<file path="config.mk">
export PLATFORM = sky130hd
export DESIGN_NAME = sd_host_command_sequencer_flat
export DESIGN_NICKNAME = d
export VERILOG_FILES = /design/src/rtl/sdhcs_pkg.sv /design/src/rtl/sdhcs_ifs.sv /design/src/rtl/sd_host_command_sequencer.sv /design/src/flat_wrapper.sv
export SDC_FILE = /design/constraint.sdc
export NUM_CORES = 1
export LEC_CHECK = 0
export ABC_AREA = 1
export BUFFER_PORTS_ARGS = -buffer_cell sky130_fd_sc_hd__buf_2
export CAP_MARGIN = 20
export CORE_ASPECT_RATIO = 1.75
export CORE_UTILIZATION = 25
export DETAILED_ROUTE_END_ITERATION = 10
export GPL_TIMING_DRIVEN = 0
export MAX_ROUTING_LAYER = met4
export PLACE_DENSITY = 0.42
export SLEW_MARGIN = 30
export SYNTH_ARGS = -nofsm -noshare
export SYNTH_HDL_FRONTEND = slang
export SYNTH_SLANG_ARGS = --single-unit
</file>
<file path="constraint.sdc">
create_clock -name clk -period 7.08 [get_ports clk]
set_input_delay 0.708 -clock clk [delete_from_list [all_inputs] [get_ports clk]]
set_output_delay 0.708 -clock clk [all_outputs]
set_load 0.01 [all_outputs]
</file>
<file path="src/rtl/sdhcs_pkg.sv">
// Package for the SD host command sequencer: field widths, codes and reset values.
// Used by the channel interfaces and the sequencer top level; depends on nothing.

package sdhcs_pkg;

	// Field widths of the item and result channels.
	localparam int ActionW  = 2;
	localparam int EventW   = 3;
	localparam int WordW    = 32;
	localparam int CmdIdxW  = 6;
	localparam int StatusW  = 4;

	// Configuration register widths and the APB address width.
	localparam int PatternW   = 12;
	localparam int ProbeW     = 4;
	localparam int PollW      = 7;
	localparam int ReadTriesW = 3;
	localparam int RcaW       = 16;
	localparam int AddrW      = 5;

	// Item actions.
	localparam logic [ActionW-1:0] ACT_START = 2'd0;
	localparam logic [ActionW-1:0] ACT_READ  = 2'd1;
	localparam logic [ActionW-1:0] ACT_EVENT = 2'd2;

	// Bus event kinds.
	localparam logic [EventW-1:0] EV_RESP_OK      = 3'd0;
	localparam logic [EventW-1:0] EV_RESP_CRC     = 3'd1;
	localparam logic [EventW-1:0] EV_RESP_TIMEOUT = 3'd2;
	localparam logic [EventW-1:0] EV_CMD_SENT     = 3'd3;
	localparam logic [EventW-1:0] EV_DATA_READY   = 3'd4;
	localparam logic [EventW-1:0] EV_DATA_TIMEOUT = 3'd5;

	// Completion status codes.
	localparam logic [StatusW-1:0] ST_OK        = 4'd0;
	localparam logic [StatusW-1:0] ST_PROBE     = 4'd1;
	localparam logic [StatusW-1:0] ST_READY     = 4'd2;
	localparam logic [StatusW-1:0] ST_CID       = 4'd3;
	localparam logic [StatusW-1:0] ST_RCA       = 4'd4;
	localparam logic [StatusW-1:0] ST_SELECT    = 4'd5;
	localparam logic [StatusW-1:0] ST_READ_CMD  = 4'd6;
	localparam logic [StatusW-1:0] ST_READ_DATA = 4'd7;
	localparam logic [StatusW-1:0] ST_BUSY      = 4'd8;

	// SD command indexes.
	localparam logic [CmdIdxW-1:0] CMD_GO_IDLE       = 6'd0;
	localparam logic [CmdIdxW-1:0] CMD_ALL_SEND_CID  = 6'd2;
	localparam logic [CmdIdxW-1:0] CMD_SEND_RCA      = 6'd3;
	localparam logic [CmdIdxW-1:0] CMD_SET_BUS_WIDTH = 6'd6;
	localparam logic [CmdIdxW-1:0] CMD_SELECT        = 6'd7;
	localparam logic [CmdIdxW-1:0] CMD_SEND_IF_COND  = 6'd8;
	localparam logic [CmdIdxW-1:0] CMD_READ_SINGLE   = 6'd17;
	localparam logic [CmdIdxW-1:0] CMD_SD_SEND_OP    = 6'd41;
	localparam logic [CmdIdxW-1:0] CMD_APP           = 6'd55;

	// Configuration register indexes.
	localparam logic [2:0] REG_CHECK_PATTERN = 3'd0;
	localparam logic [2:0] REG_OCR_REQUEST   = 3'd1;
	localparam logic [2:0] REG_PROBE_TRIES   = 3'd2;
	localparam logic [2:0] REG_READY_POLLS   = 3'd3;
	localparam logic [2:0] REG_READ_TRIES    = 3'd4;

	// Register reset values.
	localparam logic [PatternW-1:0]   RST_CHECK_PATTERN = 12'h1AA;
	localparam logic [WordW-1:0]      RST_OCR_REQUEST   = 32'h40FF8000;
	localparam logic [ProbeW-1:0]     RST_PROBE_TRIES   = 4'd10;
	localparam logic [PollW-1:0]      RST_READY_POLLS   = 7'd100;
	localparam logic [ReadTriesW-1:0] RST_READ_TRIES    = 3'd5;

	// Argument of ACMD6 that selects the 4-bit bus.
	localparam logic [WordW-1:0] ARG_BUS_4BIT = 32'h2;

endpackage

</file>
<file path="src/rtl/sdhcs_ifs.sv">
// Valid/ready channel interfaces for the SD host command sequencer.
// Depends on sdhcs_pkg for field widths.

// Input item channel: action requests and bus events.
interface sdhcs_item_if;
	logic                             valid;
	logic                             ready;
	logic [sdhcs_pkg::ActionW-1:0]    action;
	logic [sdhcs_pkg::WordW-1:0]      block_addr;
	logic [sdhcs_pkg::EventW-1:0]     event_kind;
	logic [sdhcs_pkg::WordW-1:0]      resp_word;

	modport source (output valid, action, block_addr, event_kind, resp_word, input ready);
	modport sink (input valid, action, block_addr, event_kind, resp_word, output ready);
endinterface

// Result channel: command to issue and completion report.
interface sdhcs_result_if;
	logic                             valid;
	logic                             ready;
	logic                             issue_cmd;
	logic [sdhcs_pkg::CmdIdxW-1:0]    cmd_index;
	logic [sdhcs_pkg::WordW-1:0]      cmd_arg;
	logic                             want_response;
	logic                             long_response;
	logic                             ignore_crc;
	logic                             start_data;
	logic                             wide_bus;
	logic                             finished;
	logic [sdhcs_pkg::StatusW-1:0]    status;
	logic                             high_capacity;

	modport source (output valid, issue_cmd, cmd_index, cmd_arg, want_response,
		long_response, ignore_crc, start_data, wide_bus, finished, status,
		high_capacity, input ready);
	modport sink (input valid, issue_cmd, cmd_index, cmd_arg, want_response,
		long_response, ignore_crc, start_data, wide_bus, finished, status,
		high_capacity, output ready);
endinterface

</file>
<file path="src/rtl/sd_host_command_sequencer.sv">
// SD host command sequencer: card bring-up and single-block read command flow.
// Depends on sdhcs_pkg and the channel interfaces in sdhcs_ifs.sv.
// Two register stages (input s1, result s2); the result stage holds while result.ready
// is low. Throughput: one item per cycle while result.ready is high, set by the
// combinational phase update between the stages. Reset (arst_n low) clears the phase
// to idle, all counters and card state, and loads the configuration register defaults.

module sd_host_command_sequencer (
	input  logic                         clk,
	input  logic                         arst_n,
	sdhcs_item_if.sink                   item,
	sdhcs_result_if.source               result,
	input  logic                         psel,
	input  logic                         penable,
	input  logic                         pwrite,
	input  logic [sdhcs_pkg::AddrW-1:0]  paddr,
	input  logic [31:0]                  pwdata,
	output logic [31:0]                  prdata,
	output logic                         pready
);

	// Sequencer phases.
	localparam logic [3:0] PH_IDLE   = 4'd0;
	localparam logic [3:0] PH_CMD0   = 4'd1;
	localparam logic [3:0] PH_CMD8   = 4'd2;
	localparam logic [3:0] PH_CMD55  = 4'd3;
	localparam logic [3:0] PH_ACMD41 = 4'd4;
	localparam logic [3:0] PH_CMD2   = 4'd5;
	localparam logic [3:0] PH_CMD3   = 4'd6;
	localparam logic [3:0] PH_CMD7   = 4'd7;
	localparam logic [3:0] PH_CMD55W = 4'd8;
	localparam logic [3:0] PH_ACMD6  = 4'd9;
	localparam logic [3:0] PH_READY  = 4'd10;
	localparam logic [3:0] PH_CMD17  = 4'd11;
	localparam logic [3:0] PH_DATA   = 4'd12;

	// Configuration registers.
	logic [sdhcs_pkg::PatternW-1:0]   check_pattern_q;
	logic [sdhcs_pkg::WordW-1:0]      ocr_request_q;
	logic [sdhcs_pkg::ProbeW-1:0]     probe_tries_q;
	logic [sdhcs_pkg::PollW-1:0]      ready_polls_q;
	logic [sdhcs_pkg::ReadTriesW-1:0] read_tries_q;

	// Sequencer state.
	logic [3:0]                       phase_q;
	logic [sdhcs_pkg::PollW-1:0]      attempt_count_q;
	logic [sdhcs_pkg::ReadTriesW-1:0] read_attempts_q;
	logic                             block_mode_q;
	logic                             four_bit_mode_q;
	logic [sdhcs_pkg::RcaW-1:0]       card_address_q;
	logic [sdhcs_pkg::WordW-1:0]      pending_block_q;
	logic                             ready_flag_q;

	// Input stage.
	logic                             vld_s1;
	logic [sdhcs_pkg::ActionW-1:0]    action_s1;
	logic [sdhcs_pkg::WordW-1:0]      block_addr_s1;
	logic [sdhcs_pkg::EventW-1:0]     event_kind_s1;
	logic [sdhcs_pkg::WordW-1:0]      resp_word_s1;

	// Result stage.
	logic                             vld_s2;
	logic                             issue_cmd_s2;
	logic [sdhcs_pkg::CmdIdxW-1:0]    cmd_index_s2;
	logic [sdhcs_pkg::WordW-1:0]      cmd_arg_s2;
	logic                             want_response_s2;
	logic                             long_response_s2;
	logic                             ignore_crc_s2;
	logic                             start_data_s2;
	logic                             wide_bus_s2;
	logic                             finished_s2;
	logic [sdhcs_pkg::StatusW-1:0]    status_s2;
	logic                             high_capacity_s2;

	// Next-state and result logic.
	logic [3:0]                       n_phase;
	logic [sdhcs_pkg::PollW-1:0]      n_attempt_count;
	logic [sdhcs_pkg::ReadTriesW-1:0] n_read_attempts;
	logic                             n_block_mode;
	logic                             n_four_bit_mode;
	logic [sdhcs_pkg::RcaW-1:0]       n_card_address;
	logic [sdhcs_pkg::WordW-1:0]      n_pending_block;
	logic                             n_ready_flag;
	logic                             c_issue;
	logic [sdhcs_pkg::CmdIdxW-1:0]    c_index;
	logic [sdhcs_pkg::WordW-1:0]      c_arg;
	logic                             c_want;
	logic                             c_long;
	logic                             c_nocrc;
	logic                             c_start_data;
	logic                             c_wide;
	logic                             c_done;
	logic [sdhcs_pkg::StatusW-1:0]    c_done_st;
	logic [sdhcs_pkg::StatusW-1:0]    c_status;
	logic                             got_resp;
	logic                             resp_kind;
	logic                             read_retry;
	logic [sdhcs_pkg::StatusW-1:0]    read_fail_st;
	logic                             read_issue;
	logic [sdhcs_pkg::WordW-1:0]      read_arg;

	logic                             advance;
	logic                             cfg_write;

	// The result stage moves when it is empty or its transfer completes.
	assign advance    = !vld_s2 || result.ready;
	assign item.ready = !vld_s1 || advance;

	// Configuration port.
	assign pready    = 1'b1;
	assign cfg_write = psel && penable && pwrite;

	always_comb begin
		unique case (paddr[sdhcs_pkg::AddrW-1:2])
			sdhcs_pkg::REG_CHECK_PATTERN: prdata = {20'd0, check_pattern_q};
			sdhcs_pkg::REG_OCR_REQUEST:   prdata = ocr_request_q;
			sdhcs_pkg::REG_PROBE_TRIES:   prdata = {28'd0, probe_tries_q};
			sdhcs_pkg::REG_READY_POLLS:   prdata = {25'd0, ready_polls_q};
			sdhcs_pkg::REG_READ_TRIES:    prdata = {29'd0, read_tries_q};
			default:                      prdata = 32'd0;
		endcase
	end

	always_ff @(posedge clk or negedge arst_n) begin
		if (!arst_n) begin
			check_pattern_q <= sdhcs_pkg::RST_CHECK_PATTERN;
			ocr_request_q   <= sdhcs_pkg::RST_OCR_REQUEST;
			probe_tries_q   <= sdhcs_pkg::RST_PROBE_TRIES;
			ready_polls_q   <= sdhcs_pkg::RST_READY_POLLS;
			read_tries_q    <= sdhcs_pkg::RST_READ_TRIES;
		end else if (cfg_write) begin
			unique case (paddr[sdhcs_pkg::AddrW-1:2])
				sdhcs_pkg::REG_CHECK_PATTERN: check_pattern_q <= pwdata[11:0];
				sdhcs_pkg::REG_OCR_REQUEST:   ocr_request_q   <= pwdata;
				sdhcs_pkg::REG_PROBE_TRIES:   probe_tries_q   <= pwdata[3:0];
				sdhcs_pkg::REG_READY_POLLS:   ready_polls_q   <= pwdata[6:0];
				sdhcs_pkg::REG_READ_TRIES:    read_tries_q    <= pwdata[2:0];
				default: ;
			endcase
		end
	end

	// Read command argument: block number, or byte address on a byte-addressed card.
	assign read_arg = block_mode_q ? n_pending_block : {n_pending_block[22:0], 9'd0};

	// Phase update and result for the item in the input stage.
	always_comb begin
		n_phase         = phase_q;
		n_attempt_count = attempt_count_q;
		n_read_attempts = read_attempts_q;
		n_block_mode    = block_mode_q;
		n_four_bit_mode = four_bit_mode_q;
		n_card_address  = card_address_q;
		n_pending_block = pending_block_q;
		n_ready_flag    = ready_flag_q;
		c_issue         = 1'b0;
		c_index         = sdhcs_pkg::CMD_GO_IDLE;
		c_arg           = '0;
		c_want          = 1'b1;
		c_long          = 1'b0;
		c_nocrc         = 1'b0;
		c_done          = 1'b0;
		c_done_st       = sdhcs_pkg::ST_OK;
		read_retry      = 1'b0;
		read_fail_st    = sdhcs_pkg::ST_READ_CMD;
		read_issue      = 1'b0;

		got_resp  = (event_kind_s1 == sdhcs_pkg::EV_RESP_OK) ||
			(event_kind_s1 == sdhcs_pkg::EV_RESP_CRC);
		resp_kind = got_resp || (event_kind_s1 == sdhcs_pkg::EV_RESP_TIMEOUT);

		case (action_s1)
			sdhcs_pkg::ACT_START: begin
				n_block_mode    = 1'b0;
				n_four_bit_mode = 1'b0;
				n_card_address  = '0;
				n_ready_flag    = 1'b0;
				n_attempt_count = '0;
				n_read_attempts = '0;
				c_issue         = 1'b1;
				c_index         = sdhcs_pkg::CMD_GO_IDLE;
				c_want          = 1'b0;
				n_phase         = PH_CMD0;
			end
			sdhcs_pkg::ACT_READ: begin
				if (phase_q != PH_READY || !ready_flag_q) begin
					c_done    = 1'b1;
					c_done_st = sdhcs_pkg::ST_BUSY;
				end else begin
					n_pending_block = block_addr_s1;
					n_read_attempts = 3'd1;
					read_issue      = 1'b1;
				end
			end
			sdhcs_pkg::ACT_EVENT: begin
				unique case (phase_q)
					PH_CMD0: begin
						if (event_kind_s1 == sdhcs_pkg::EV_RESP_TIMEOUT ||
							event_kind_s1 == sdhcs_pkg::EV_CMD_SENT) begin
							n_attempt_count = 7'd1;
							c_issue = 1'b1;
							c_index = sdhcs_pkg::CMD_SEND_IF_COND;
							c_arg   = {20'd0, check_pattern_q};
							n_phase = PH_CMD8;
						end
					end
					PH_CMD8: begin
						if (got_resp && resp_word_s1 == {20'd0, check_pattern_q}) begin
							n_attempt_count = 7'd1;
							c_issue = 1'b1;
							c_index = sdhcs_pkg::CMD_APP;
							n_phase = PH_CMD55;
						end else if (resp_kind) begin
							if (attempt_count_q >= {3'd0, probe_tries_q}) begin
								n_phase      = PH_IDLE;
								n_ready_flag = 1'b0;
								c_done       = 1'b1;
								c_done_st    = sdhcs_pkg::ST_PROBE;
							end else begin
								n_attempt_count = attempt_count_q + 7'd1;
								c_issue = 1'b1;
								c_index = sdhcs_pkg::CMD_SEND_IF_COND;
								c_arg   = {20'd0, check_pattern_q};
							end
						end
					end
					PH_CMD55: begin
						if (got_resp) begin
							c_issue = 1'b1;
							c_index = sdhcs_pkg::CMD_SD_SEND_OP;
							c_arg   = ocr_request_q;
							c_nocrc = 1'b1;
							n_phase = PH_ACMD41;
						end else if (event_kind_s1 == sdhcs_pkg::EV_RESP_TIMEOUT) begin
							n_phase      = PH_IDLE;
							n_ready_flag = 1'b0;
							c_done       = 1'b1;
							c_done_st    = sdhcs_pkg::ST_READY;
						end
					end
					PH_ACMD41: begin
						if (got_resp) begin
							if (resp_word_s1[31]) begin
								n_block_mode = resp_word_s1[30];
								c_issue = 1'b1;
								c_index = sdhcs_pkg::CMD_ALL_SEND_CID;
								c_long  = 1'b1;
								n_phase = PH_CMD2;
							end else if (attempt_count_q >= ready_polls_q) begin
								n_phase      = PH_IDLE;
								n_ready_flag = 1'b0;
								c_done       = 1'b1;
								c_done_st    = sdhcs_pkg::ST_READY;
							end else begin
								n_attempt_count = attempt_count_q + 7'd1;
								c_issue = 1'b1;
								c_index = sdhcs_pkg::CMD_APP;
								n_phase = PH_CMD55;
							end
						end else if (event_kind_s1 == sdhcs_pkg::EV_RESP_TIMEOUT) begin
							n_phase      = PH_IDLE;
							n_ready_flag = 1'b0;
							c_done       = 1'b1;
							c_done_st    = sdhcs_pkg::ST_READY;
						end
					end
					PH_CMD2: begin
						// Only a response with a good CRC counts for the CID.
						if (event_kind_s1 == sdhcs_pkg::EV_RESP_OK) begin
							c_issue = 1'b1;
							c_index = sdhcs_pkg::CMD_SEND_RCA;
							n_phase = PH_CMD3;
						end else if (resp_kind) begin
							n_phase      = PH_IDLE;
							n_ready_flag = 1'b0;
							c_done       = 1'b1;
							c_done_st    = sdhcs_pkg::ST_CID;
						end
					end
					PH_CMD3: begin
						if (got_resp) begin
							n_card_address = resp_word_s1[31:16];
							c_issue = 1'b1;
							c_index = sdhcs_pkg::CMD_SELECT;
							c_arg   = {resp_word_s1[31:16], 16'd0};
							n_phase = PH_CMD7;
						end else if (event_kind_s1 == sdhcs_pkg::EV_RESP_TIMEOUT) begin
							n_phase      = PH_IDLE;
							n_ready_flag = 1'b0;
							c_done       = 1'b1;
							c_done_st    = sdhcs_pkg::ST_RCA;
						end
					end
					PH_CMD7: begin
						if (got_resp) begin
							c_issue = 1'b1;
							c_index = sdhcs_pkg::CMD_APP;
							c_arg   = {card_address_q, 16'd0};
							n_phase = PH_CMD55W;
						end else if (event_kind_s1 == sdhcs_pkg::EV_RESP_TIMEOUT) begin
							n_phase      = PH_IDLE;
							n_ready_flag = 1'b0;
							c_done       = 1'b1;
							c_done_st    = sdhcs_pkg::ST_SELECT;
						end
					end
					PH_CMD55W: begin
						if (got_resp) begin
							c_issue = 1'b1;
							c_index = sdhcs_pkg::CMD_SET_BUS_WIDTH;
							c_arg   = sdhcs_pkg::ARG_BUS_4BIT;
							n_phase = PH_ACMD6;
						end else if (event_kind_s1 == sdhcs_pkg::EV_RESP_TIMEOUT) begin
							// The card keeps the 1-bit bus; init still succeeds.
							n_phase      = PH_READY;
							n_ready_flag = 1'b1;
							c_done       = 1'b1;
						end
					end
					PH_ACMD6: begin
						if (got_resp || event_kind_s1 == sdhcs_pkg::EV_RESP_TIMEOUT) begin
							n_four_bit_mode = got_resp ? 1'b1 : four_bit_mode_q;
							n_phase      = PH_READY;
							n_ready_flag = 1'b1;
							c_done       = 1'b1;
						end
					end
					PH_CMD17: begin
						if (event_kind_s1 == sdhcs_pkg::EV_RESP_OK) begin
							n_phase = PH_DATA;
						end else if (event_kind_s1 == sdhcs_pkg::EV_RESP_CRC ||
							event_kind_s1 == sdhcs_pkg::EV_RESP_TIMEOUT) begin
							read_retry   = 1'b1;
							read_fail_st = sdhcs_pkg::ST_READ_CMD;
						end
					end
					PH_DATA: begin
						if (event_kind_s1 == sdhcs_pkg::EV_DATA_READY) begin
							n_phase = PH_READY;
							c_done  = 1'b1;
						end else if (event_kind_s1 == sdhcs_pkg::EV_DATA_TIMEOUT) begin
							read_retry   = 1'b1;
							read_fail_st = sdhcs_pkg::ST_READ_DATA;
						end
					end
					default: ;
				endcase
			end
			default: ;
		endcase

		// A failed read attempt either retries or gives up with its status.
		if (read_retry) begin
			if (read_attempts_q >= read_tries_q) begin
				n_phase   = PH_READY;
				c_done    = 1'b1;
				c_done_st = read_fail_st;
			end else begin
				n_read_attempts = read_attempts_q + 3'd1;
				read_issue      = 1'b1;
			end
		end

		c_start_data = 1'b0;
		c_wide       = 1'b0;
		if (read_issue) begin
			c_issue      = 1'b1;
			c_index      = sdhcs_pkg::CMD_READ_SINGLE;
			c_arg        = read_arg;
			c_start_data = 1'b1;
			c_wide       = four_bit_mode_q;
			n_phase      = PH_CMD17;
		end

		if (c_done) begin
			c_status = c_done_st;
		end else if (n_phase != PH_IDLE && n_phase != PH_READY) begin
			c_status = sdhcs_pkg::ST_BUSY;
		end else begin
			c_status = sdhcs_pkg::ST_OK;
		end
	end

	// Input register and state update.
	always_ff @(posedge clk or negedge arst_n) begin
		if (!arst_n) begin
			vld_s1          <= 1'b0;
			vld_s2          <= 1'b0;
			phase_q         <= PH_IDLE;
			attempt_count_q <= '0;
			read_attempts_q <= '0;
			block_mode_q    <= 1'b0;
			four_bit_mode_q <= 1'b0;
			card_address_q  <= '0;
			pending_block_q <= '0;
			ready_flag_q    <= 1'b0;
		end else begin
			if (item.ready) begin
				vld_s1 <= item.valid;
			end
			if (advance) begin
				vld_s2 <= vld_s1;
				if (vld_s1) begin
					phase_q         <= n_phase;
					attempt_count_q <= n_attempt_count;
					read_attempts_q <= n_read_attempts;
					block_mode_q    <= n_block_mode;
					four_bit_mode_q <= n_four_bit_mode;
					card_address_q  <= n_card_address;
					pending_block_q <= n_pending_block;
					ready_flag_q    <= n_ready_flag;
				end
			end
		end
	end

	// Payload registers.
	always_ff @(posedge clk) begin
		if (item.ready && item.valid) begin
			action_s1     <= item.action;
			block_addr_s1 <= item.block_addr;
			event_kind_s1 <= item.event_kind;
			resp_word_s1  <= item.resp_word;
		end
		if (advance && vld_s1) begin
			issue_cmd_s2     <= c_issue;
			cmd_index_s2     <= c_issue ? c_index : '0;
			cmd_arg_s2       <= c_issue ? c_arg : '0;
			want_response_s2 <= c_issue && c_want;
			long_response_s2 <= c_issue && c_long;
			ignore_crc_s2    <= c_issue && c_nocrc;
			start_data_s2    <= c_start_data;
			wide_bus_s2      <= c_wide;
			finished_s2      <= c_done;
			status_s2        <= c_status;
			high_capacity_s2 <= n_block_mode;
		end
	end

	assign result.valid         = vld_s2;
	assign result.issue_cmd     = issue_cmd_s2;
	assign result.cmd_index     = cmd_index_s2;
	assign result.cmd_arg       = cmd_arg_s2;
	assign result.want_response = want_response_s2;
	assign result.long_response = long_response_s2;
	assign result.ignore_crc    = ignore_crc_s2;
	assign result.start_data    = start_data_s2;
	assign result.wide_bus      = wide_bus_s2;
	assign result.finished      = finished_s2;
	assign result.status        = status_s2;
	assign result.high_capacity = high_capacity_s2;

endmodule
</file>
<file path="src/flat_wrapper.sv">
// flat-port wrapper written by rule: the top's interface ports become plain ports
module sd_host_command_sequencer_flat 
  (clk, arst_n, psel, penable, pwrite, paddr, pwdata, prdata, pready, item_valid, item_action, item_block_addr, item_event_kind, item_resp_word, item_ready, result_valid, result_issue_cmd, result_cmd_index, result_cmd_arg, result_want_response, result_long_response, result_ignore_crc, result_start_data, result_wide_bus, result_finished, result_status, result_high_capacity, result_ready);
  sdhcs_item_if item_i ();
  sdhcs_result_if result_i ();
  input  logic clk;
  input  logic arst_n;
  input  logic psel;
  input  logic penable;
  input  logic pwrite;
  input  logic [sdhcs_pkg::AddrW-1:0] paddr;
  input  logic [31:0] pwdata;
  output logic [31:0] prdata;
  output logic pready;
  input wire logic [$bits(item_i.valid)-1:0] item_valid;
  input wire logic [$bits(item_i.action)-1:0] item_action;
  input wire logic [$bits(item_i.block_addr)-1:0] item_block_addr;
  input wire logic [$bits(item_i.event_kind)-1:0] item_event_kind;
  input wire logic [$bits(item_i.resp_word)-1:0] item_resp_word;
  output wire logic [$bits(item_i.ready)-1:0] item_ready;
  output wire logic [$bits(result_i.valid)-1:0] result_valid;
  output wire logic [$bits(result_i.issue_cmd)-1:0] result_issue_cmd;
  output wire logic [$bits(result_i.cmd_index)-1:0] result_cmd_index;
  output wire logic [$bits(result_i.cmd_arg)-1:0] result_cmd_arg;
  output wire logic [$bits(result_i.want_response)-1:0] result_want_response;
  output wire logic [$bits(result_i.long_response)-1:0] result_long_response;
  output wire logic [$bits(result_i.ignore_crc)-1:0] result_ignore_crc;
  output wire logic [$bits(result_i.start_data)-1:0] result_start_data;
  output wire logic [$bits(result_i.wide_bus)-1:0] result_wide_bus;
  output wire logic [$bits(result_i.finished)-1:0] result_finished;
  output wire logic [$bits(result_i.status)-1:0] result_status;
  output wire logic [$bits(result_i.high_capacity)-1:0] result_high_capacity;
  input wire logic [$bits(result_i.ready)-1:0] result_ready;
  assign item_i.valid = item_valid;
  assign item_i.action = item_action;
  assign item_i.block_addr = item_block_addr;
  assign item_i.event_kind = item_event_kind;
  assign item_i.resp_word = item_resp_word;
  assign item_ready = item_i.ready;
  assign result_valid = result_i.valid;
  assign result_issue_cmd = result_i.issue_cmd;
  assign result_cmd_index = result_i.cmd_index;
  assign result_cmd_arg = result_i.cmd_arg;
  assign result_want_response = result_i.want_response;
  assign result_long_response = result_i.long_response;
  assign result_ignore_crc = result_i.ignore_crc;
  assign result_start_data = result_i.start_data;
  assign result_wide_bus = result_i.wide_bus;
  assign result_finished = result_i.finished;
  assign result_status = result_i.status;
  assign result_high_capacity = result_i.high_capacity;
  assign result_i.ready = result_ready;
  sd_host_command_sequencer u_core (.clk(clk), .arst_n(arst_n), .item(item_i), .result(result_i), .psel(psel), .penable(penable), .pwrite(pwrite), .paddr(paddr), .pwdata(pwdata), .prdata(prdata), .pready(pready));
endmodule
</file>
After elaboration in Yosys (flattened, before gate mapping):

Cells that the tools add are included.

* register bits after elaboration: 244
* input bits: 113
* output and inout bits: 85
* logic and storage cells: 286

* add/sub/neg operators: 2
* $lt $le $gt $ge: 3
* equality and inequality tests: 48
* muxes and demuxes: 163
* bitwise operators: 2
* reduce and logical (&&, ||, !) cells: 37

Operators by type and width (number)
* $mux 32: 10
* $pmux 32 s6: 1
* $pmux 32 s5: 1
* $mux 4: 38
* $mux 1: 62
* $mux 7: 7
* $pmux 6 s8: 1
* $pmux 4 s11: 1
* $mux 6: 7
* $eq 32x12->1: 1
* $mux 16: 2
* $pmux 16 s2: 1
* $mux 12: 2
* $pmux 4 s6: 1
* $mux 3: 7
* $ne 3x2->1 const B: 7
* $pmux 7 s3: 1
* $ne 4x4->1 const B: 5
* $ne 3x3->1 const B: 6
* $eq 4x3->1 const B: 4
* $eq 4x4->1 const B: 4
* $pmux 4 s2: 2
* $reduce_and 15->1: 1
* $pmux 7 s2: 1
* 37 further kinds: 82

Logic depth before layout (Yosys ltp):

Gate-level depths: netlist (run 1).

* depth in word-level cells: 14
* gate-level depth with buffers: 19
* depth with buffers taken out: 19

Worst setup path after synthesis (run 1):

No wires, ideal clock.

* path type: in2reg
* from: input result_ready
* to: register u_core.read_attempts_q[1] (netlist name)
* setup time: 0.128 ns
* arrival time: 3.036 ns
* data required time: 6.952 ns
* path slack: 3.916 ns
* cell stages on the path: 6
* path buffers: 1
* cell sequence: nor2_1 -> nor2_1 -> clkbuf_1 -> o21ai_0 -> nand2_1 -> o21ai_0

* word-level cells in the longest chain between the ends: 2

RTL lines
* start, declared: line flat_wrapper.sv:33 `input wire logic [$bits(result_i.ready)-1:0] result_ready;`
* $logic_or 1x1->1: line sd_host_command_sequencer.sv:106 `assign advance = !vld_s2 || result.ready;`
* $reduce_and 2->1 (no line)
* end signal, assigned: line sd_host_command_sequencer.sv:406 `read_attempts_q <= n_read_attempts;`
* end, declared: line sd_host_command_sequencer.sv:47 `logic [sdhcs_pkg::ReadTriesW-1:0] read_attempts_q;`

Every way passes these cells.
A chain may end at the register's enable or synchronous reset.

Final worst setup path (run 1):

* from: input paddr[4] (netlist name)
* to: output prdata[16]

* word-level cells in the longest chain between the ends: 2
* elaborated cells on any way between the ends: 6
* classes of those cells: eq/ne: 4; mux: 1; reduce/logical: 1

RTL lines
* start, declared: line flat_wrapper.sv:11 `input logic [sdhcs_pkg::AddrW-1:0] paddr;`
* $eq 3x3->1, or another cell as far along: line sd_host_command_sequencer.sv:114 `unique case (paddr[sdhcs_pkg::AddrW-1:2])`
* $pmux 32 s5 (*): line sd_host_command_sequencer.sv:114
* end, declared: line flat_wrapper.sv:13 `output logic [31:0] prdata;`

Mark *: on every way between the ends. The rest lies on a longest branch, timed or not.

==> flow_summary.yaml, run 1 <==
place:
  pre_cts_slack_ns: 3.60
  io_buffer_count: 194
  dpl_cell_area_mm2: 0.0135
  dp_cells: 2046
  place.gp.congestion: 0.921
  hpwlAfterDp_mm: 35.2
final_layout:
  diodes: 0
  drive_gt1_frac: 0.205
  nFillCells: 4954
  stdcell_count: 2097
  design_area_mm2: 0.0144
  fin_nets: 1625
  areaGrowthSynthToFinish_pct: 23.0
critical_path:
  critical_path_class: "input pin to output port"
  cpPeakStageDelay_ns: 0.48
  path_cells: "buf_2, nor3_1, clkbuf_1, inv_1, clkbuf_1, nor2_1, buf_2"
  critPathCaptureType: "output port"
  crit_buf_inv: 5
  arrival_ns: 2.74
  worstPathRequired_ns: 6.37
  cp-start-kind: "input pin"
  worstPathMaxFanout: 10
  crit_family: "buffers and inverters"
  critPathSlowestCell: "clkbuf_1"
global_routing:
  antenna_found_initial: 0
  grt_start_max_net_pins: 63
  grt_use_total: 0.200
  grt_pass1_wl_mm: 67.3
  grt_pass1_vias: 10432
  grt-ovfl-total: 0
sta:
  setup_slack_ns: 3.63
  slew_violations: 0
  fmax_mhz: 290
  maxSlewHeadroom: 0.375
  setup_viol: 0
  rsz0062_at_grt: "no"
  tightest_slew_ns: 0.938
  final_hold_viol_count: 0
  fin_setup_tns_ns: 0
  fin_worst_skew_ns: 0.0142
  finalCritPeriodShare: 0.487
  period_minus_slack_ns: 3.45
drt:
  wl_per_cell_um: 21.8
  antenna_left: 0
  post-route-drc-count: 30
  dr.pass1.iters: 8
  dr.first_iter.drc_count: 651
  dr_total_vias: 9939
  routed_wirelength_mm: 45.7
  vias_per_cell: 4.74
yosys:
  ys_seq_elements: 244
  async_flop_share: 0.512
  synth.yosys.seq_area_share: 0.575
  avgSynthCellArea_um2: 9.25
  synth_top_area_frac: 0.305
  synth_cell_types: 51
  synthTopCellsByArea: "edfxtp_1 31%, dfrtp_1 22%, nand2_1 8.2%"
  netlist_instances: 1265
  synth_edf_count: 119
  yosysTopAreaCell: "edfxtp_1"
  synthFlopType: "edfxtp_1"
  yosysMostFrequentCell: "nand2_1"
  yosys-top-cells-count: "257 x nand2_1, 154 x inv_1, 144 x o21ai_0"
  ys_warn_count: 0
  syn-cell-area_mm2: 0.0117
  syn_nets: 1397
status:
  violations: "DRC"
  status: "finished with violations"
die:
  die_area_mm2: 0.0477
  fp-row-count: 104
  coreArea_mm2: 0.0461
  dieHeight_um: 288
  io_pins: 198
  start_util: 0.254
  die_w_um: 166
pwr:
  ir_drop_v: 0.000154
  leakagePower_nw: 6.39
  p_per_area_mw_per_mm2: 295
clocking:
  max-clock-path-buffers: 3
  cts_root_buf: "clkbuf_16"
  insertion_delay_ns: 0.57
  cts_buffers: 27
  h-tree-depth: 1
  cts_tree: "built"
  cts_num_sinks: 244
  clk_pin_slew_ns: 0.06
min_path:
  min_path_type: "input pin to flip-flop"
flow_run:
  cap_violations: 0
==> report_power, final <==
| part | total (W) | switching [W] | internal [W] |
|---|---|---|---|
| sequential | 0.00188 | 0.000129 | 0.00175 |
| combinational | 0.000959 | 0.000652 | 0.000307 |
| clock | 0.00141 | 0.000621 | 0.000787 |
| total | 0.00424 | 0.00140 | 0.00284 |
==> cell type report <==
cell class	count	area [µm²]	share of cell area
clock inverters	11	92.6	0.00643
plain buffers	50	234	0.0162
inverters	162	616	0.0427
well taps	583	729	0.0507
flip-flops and latches	244	6730	0.467
clock buffers	39	762	0.0529
repair buffers	199	1100	0.0765
multi-input cells	809	4140	0.287
==> kinds of logic (layout without fill, tap and decap cells) <==
group / count (synthesis) / after routing / share of synthesized area
AND/OR/NAND/NOR: 460 / 460 / 0.162
XOR/XNOR: 6 / 6 / 0.00449
AO/OA/AOI/OAI: 299 / 299 / 0.145
multiplexers: 24 / 24 / 0.0206
flip-flops: 244 / 244 / 0.575
adder cells (fa/ha/maj): 19 / 19 / 0.0203
buffers and inverters: 212 / 461 / 0.0718
other: 1 / 1 / 0.000320
==> placed cells by master (no fill, tap or decap), types with 5 or more instances in the layout <==
cell type	n
a21oi_1	61
a22oi_1	6
buf_2	200
buf_4	5
clkbuf_1	43
clkbuf_16	28
dfrtp_1	103
dfstp_2	22
edfxtp_1	119
ha_1	19
inv_1	153
inv_2	7
mux2i_1	23
nand2_1	257
nand3_1	37
nand4_1	14
nor2_1	117
nor3_1	9
o211ai_1	9
o21ai_0	144
o21ai_1	17
o221ai_1	11
o22ai_1	23
o32ai_1	5
or2_2	10
xnor2_1	5
==> metrics by stage <==
stage | power (W) | utilization | hold slack [ns]
6_report | 0.00424 | 0.313 | 0.315
5_1_grt | 0.00448 | 0.313 | 0.292
4_1_cts | 0.00431 | 0.313 | 0.285
3_5_place_dp | 0.00287 | 0.294 | 0.467
3_3_place_gp | 0.00286 | 0.291 | 0.460
2_1_floorplan | 0.00245 | - | 0.412
==> path summary, 6_finish.rpt <==
| kind | depth (start not counted) | endpoint | slack (ns) | from |
|---|---|---|---|---|
| max in group asynchronous | 4 | u_core.ocr_request_q[30] | 5.58 | arst_n |
| worst min register to register | 2 | u_core.pending_block_q[17] | 0.48 | u_core.pending_block_q[17] |
| worst min-delay path | 1 | u_core.block_addr_s1[8] | 0.31 | item_block_addr[8] |
| min in group asynchronous | 2 | u_core.check_pattern_q[0] | 0.55 | arst_n |
| worst max register to register | 8 | u_core.result.cmd_arg[0] | 3.84 | u_core.event_kind_s1[1] |
| worst max-delay path | 7 | prdata[16] | 3.63 | paddr[4] |
==> flip-flops by register name (all words and copies together), names as in the netlist, 3 cells and up <==
signal	cells
u_core.block_addr_s1	32
u_core.ocr_request_q	32
u_core.pending_block_q	32
u_core.resp_word_s1	32
u_core.result.cmd_arg	32
u_core.card_address_q	16
u_core.check_pattern_q	12
u_core.attempt_count_q	7
u_core.ready_polls_q	7
u_core.result.cmd_index	6
u_core.phase_q	4
u_core.probe_tries_q	4
u_core.result.status	4
u_core.event_kind_s1	3
u_core.read_attempts_q	3
u_core.read_tries_q	3
==> per-layer routing <==
metal	track usage	vias up	routed length (µm)	share of wire
li1	-	4754	-	-
met1	0.222	4778	17500	0.38
met2	0.349	317	23900	0.52
met3	0.0246	90	2020	0.044
met4	0.0975	0	2290	0.050
met5	-	-	0	0
==> repair_timing <==
item,4_1_cts,5_1_grt
gates resized for setup,0,0
hold buffers,1,0
endpoints found under the setup margin,0,0
buffers inserted,0,0
endpoints found under the hold margin,10,0
No activity file was read; power rests on OpenSTA's default activity.
==> run 2, diff against run 1 <==
--- a/config.mk
+++ b/config.mk
@@ -13,7 +13,7 @@
 export DETAILED_ROUTE_END_ITERATION = 10
 export GPL_TIMING_DRIVEN = 0
 export MAX_ROUTING_LAYER = met4
-export PLACE_DENSITY = 0.42
+export PLACE_DENSITY = 0.43
 export SLEW_MARGIN = 30
 export SYNTH_ARGS = -nofsm -noshare
 export SYNTH_HDL_FRONTEND = slang
==> constraint.sdc (replaced) <==
create_clock -name clk -period 2.8 [get_ports clk]
set_input_delay 0.28 -clock clk [delete_from_list [all_inputs] [get_ports clk]]
set_output_delay 0.28 -clock clk [all_outputs]
set_load 0.01 [all_outputs]
==> flow_summary.yaml, run 2 (same netlist as run 1, synthesis figures left out) <==
clocking:
  clk_pin_slew_ns: 0.06
  insertion_delay_ns: 0.55
  h-tree-depth: 1
  cts_root_buf: "clkbuf_16"
  max-clock-path-buffers: 3
  cts_num_sinks: 244
  cts_buffers: 27
  cts_tree: "built"
flow_run:
  cap_violations: 0
min_path:
  hp-start: "pwdata[10]"
  worstHoldPathCells: 3
  min_path_type: "input pin to flip-flop"
  min_to: "u_core.check_pattern_q[10]"
drt:
  dr.first_iter.drc_count: 745
  antenna_left: 0
  dr_total_vias: 10391
  dr.pass1.iters: 8
  routed_wirelength_mm: 45.5
  post-route-drc-count: 26
  vias_per_cell: 4.73
  wl_per_cell_um: 20.7
final_layout:
  final_common_cell: "nand2_1"
  fin_nets: 1727
  diodes: 0
  areaGrowthSynthToFinish_pct: 32.1
  drive_gt1_frac: 0.209
  layout_common_cells: "256 x nand2_1, 198 x buf_2, 152 x inv_1"
  nFillCells: 4932
pwr:
  p_per_area_mw_per_mm2: 692
  ir_drop_v: 0.000390
  leakagePower_nw: 6.81
critical_path:
  r2r_setup_slack_ns: 0.02
  arrival_ns: 3.09
  worstPathRequired_ns: 3.10
  path_cells: "nor2_4, inv_1, nor2_1, inv_2, nor2_1, inv_1, o211ai_1"
  worstPathMaxFanout: 9
  reg2reg_to: "u_core.result.cmd_arg[11]"
  critPathCaptureType: "flip-flop"
  crit_buf_inv: 3
  critPathSlowestCell: "edfxtp_1"
  r2r_cells: 7
  cp-start-kind: "flip-flop"
  timing.rr.start: "u_core.event_kind_s1[2]"
  cpPeakStageDelay_ns: 0.50
  critical_path_class: "flip-flop to flip-flop"
  crit_family: "simple AND/OR/NAND/NOR gates"
die:
  die_w_um: 166
  fp-row-count: 104
  coreArea_mm2: 0.0461
  io_pins: 198
  dieHeight_um: 288
  die_area_mm2: 0.0477
  start_util: 0.254
status:
  violations: "DRC"
  status: "finished with violations"
sta:
  setup_viol: 0
  slew_violations: 0
  fmax_mhz: 359
  tightest_slew_ns: 0.942
  rsz0062_at_grt: "yes"
  setup_slack_ns: 0.0173
  fin_setup_tns_ns: 0
  maxSlewHeadroom: 0.372
  period_minus_slack_ns: 2.78
  hold_slack_ns: 0.0257
  final_hold_viol_count: 0
  fin_worst_skew_ns: 0.0127
  finalCritPeriodShare: 0.994
global_routing:
  grt_pass1_wl_mm: 66.5
  grt_start_max_net_pins: 74
  grt_use_total: 0.197
  grt-ovfl-total: 0
  grt_pass1_vias: 10629
  antenna_found_initial: 0
place:
  io_buffer_count: 194
  pre_cts_slack_ns: -0.390
  place.gp.congestion: 0.916
  hpwlAfterDp_mm: 35.1
-- run 2: layout make-up --
| cell class | count | area, µm² | share of cell area |
|---|---|---|---|
| Sequential cell | 244 | 6730 | 0.435 |
| Buffer | 50 | 243 | 0.0157 |
| Multi-Input combinational cell | 809 | 4250 | 0.275 |
| Inverter | 162 | 619 | 0.0401 |
| Clock buffer | 35 | 706 | 0.0456 |
| Clock inverter | 15 | 86.3 | 0.00558 |
| Tap cell | 583 | 729 | 0.0472 |
| Timing Repair Buffer | 301 | 2090 | 0.135 |
-- run 2: metrics by stage --
step	std cells	instance area [µm²]	power, W	utilization
after CTS	2192	15400	0.0108	0.333
after detailed placement	2046	13500	0.00726	0.294
final	2199	15500	0.0107	0.336
after global placement	2042	13400	0.00722	0.291
after floorplan	1265	11700	0.00620	-
after global routing	2199	15500	0.0113	0.336
-- run 2: worst max-delay path by stage --
stage / end / cells past startpoint / startpoint
finish: u_core.result.cmd_arg[11] / 7 / u_core.event_kind_s1[2]
global route: u_core.result.cmd_arg[14] / 11 / u_core.phase_q[2]
CTS: u_core.result.cmd_arg[4] / 11 / u_core.phase_q[3]
detailed placement: u_core.result.cmd_arg[2] / 8 / u_core.event_kind_s1[2]
global placement: u_core.resp_word_s1[10] / 5 / u_core.result.valid
floorplan: u_core.action_s1[0] / 5 / u_core.result.valid
-- run 2: per-layer routing --
metal | vias to the layer above | global-route usage | part of all wire | wire length [µm]
li1 | 4948 | - | - | -
met2 | 327 | 0.341 | 0.51 | 23300
met1 | 5005 | 0.215 | 0.39 | 17700
met5 | - | - | 0 | 0
met3 | 111 | 0.0201 | 0.038 | 1740
met4 | 0 | 0.115 | 0.060 | 2750
-- run 2: power breakdown --
part | switching (W) | internal, W | leakage (nW)
Combinational | 0.00170 | 0.000914 | 3.70
Sequential | 0.000349 | 0.00442 | 2.73
Clock | 0.00153 | 0.00178 | 0.385
Total | 0.00357 | 0.00712 | 6.81
-- run 2: worst min-delay path, stage by stage --
cell,delay [ns]
buf_2,0.10
inv_1,0.07
o21ai_0,0.09
-- run 2: repair_timing --
action | CTS | global route
hold buffers | 95 | 0
resized for setup | 18 | 22
pin swaps | 0 | 4
endpoints found under the hold margin | 163 | 0
cloned | 0 | 0
endpoints found under the setup margin | 27 | 36
setup buffers | 1 | 7
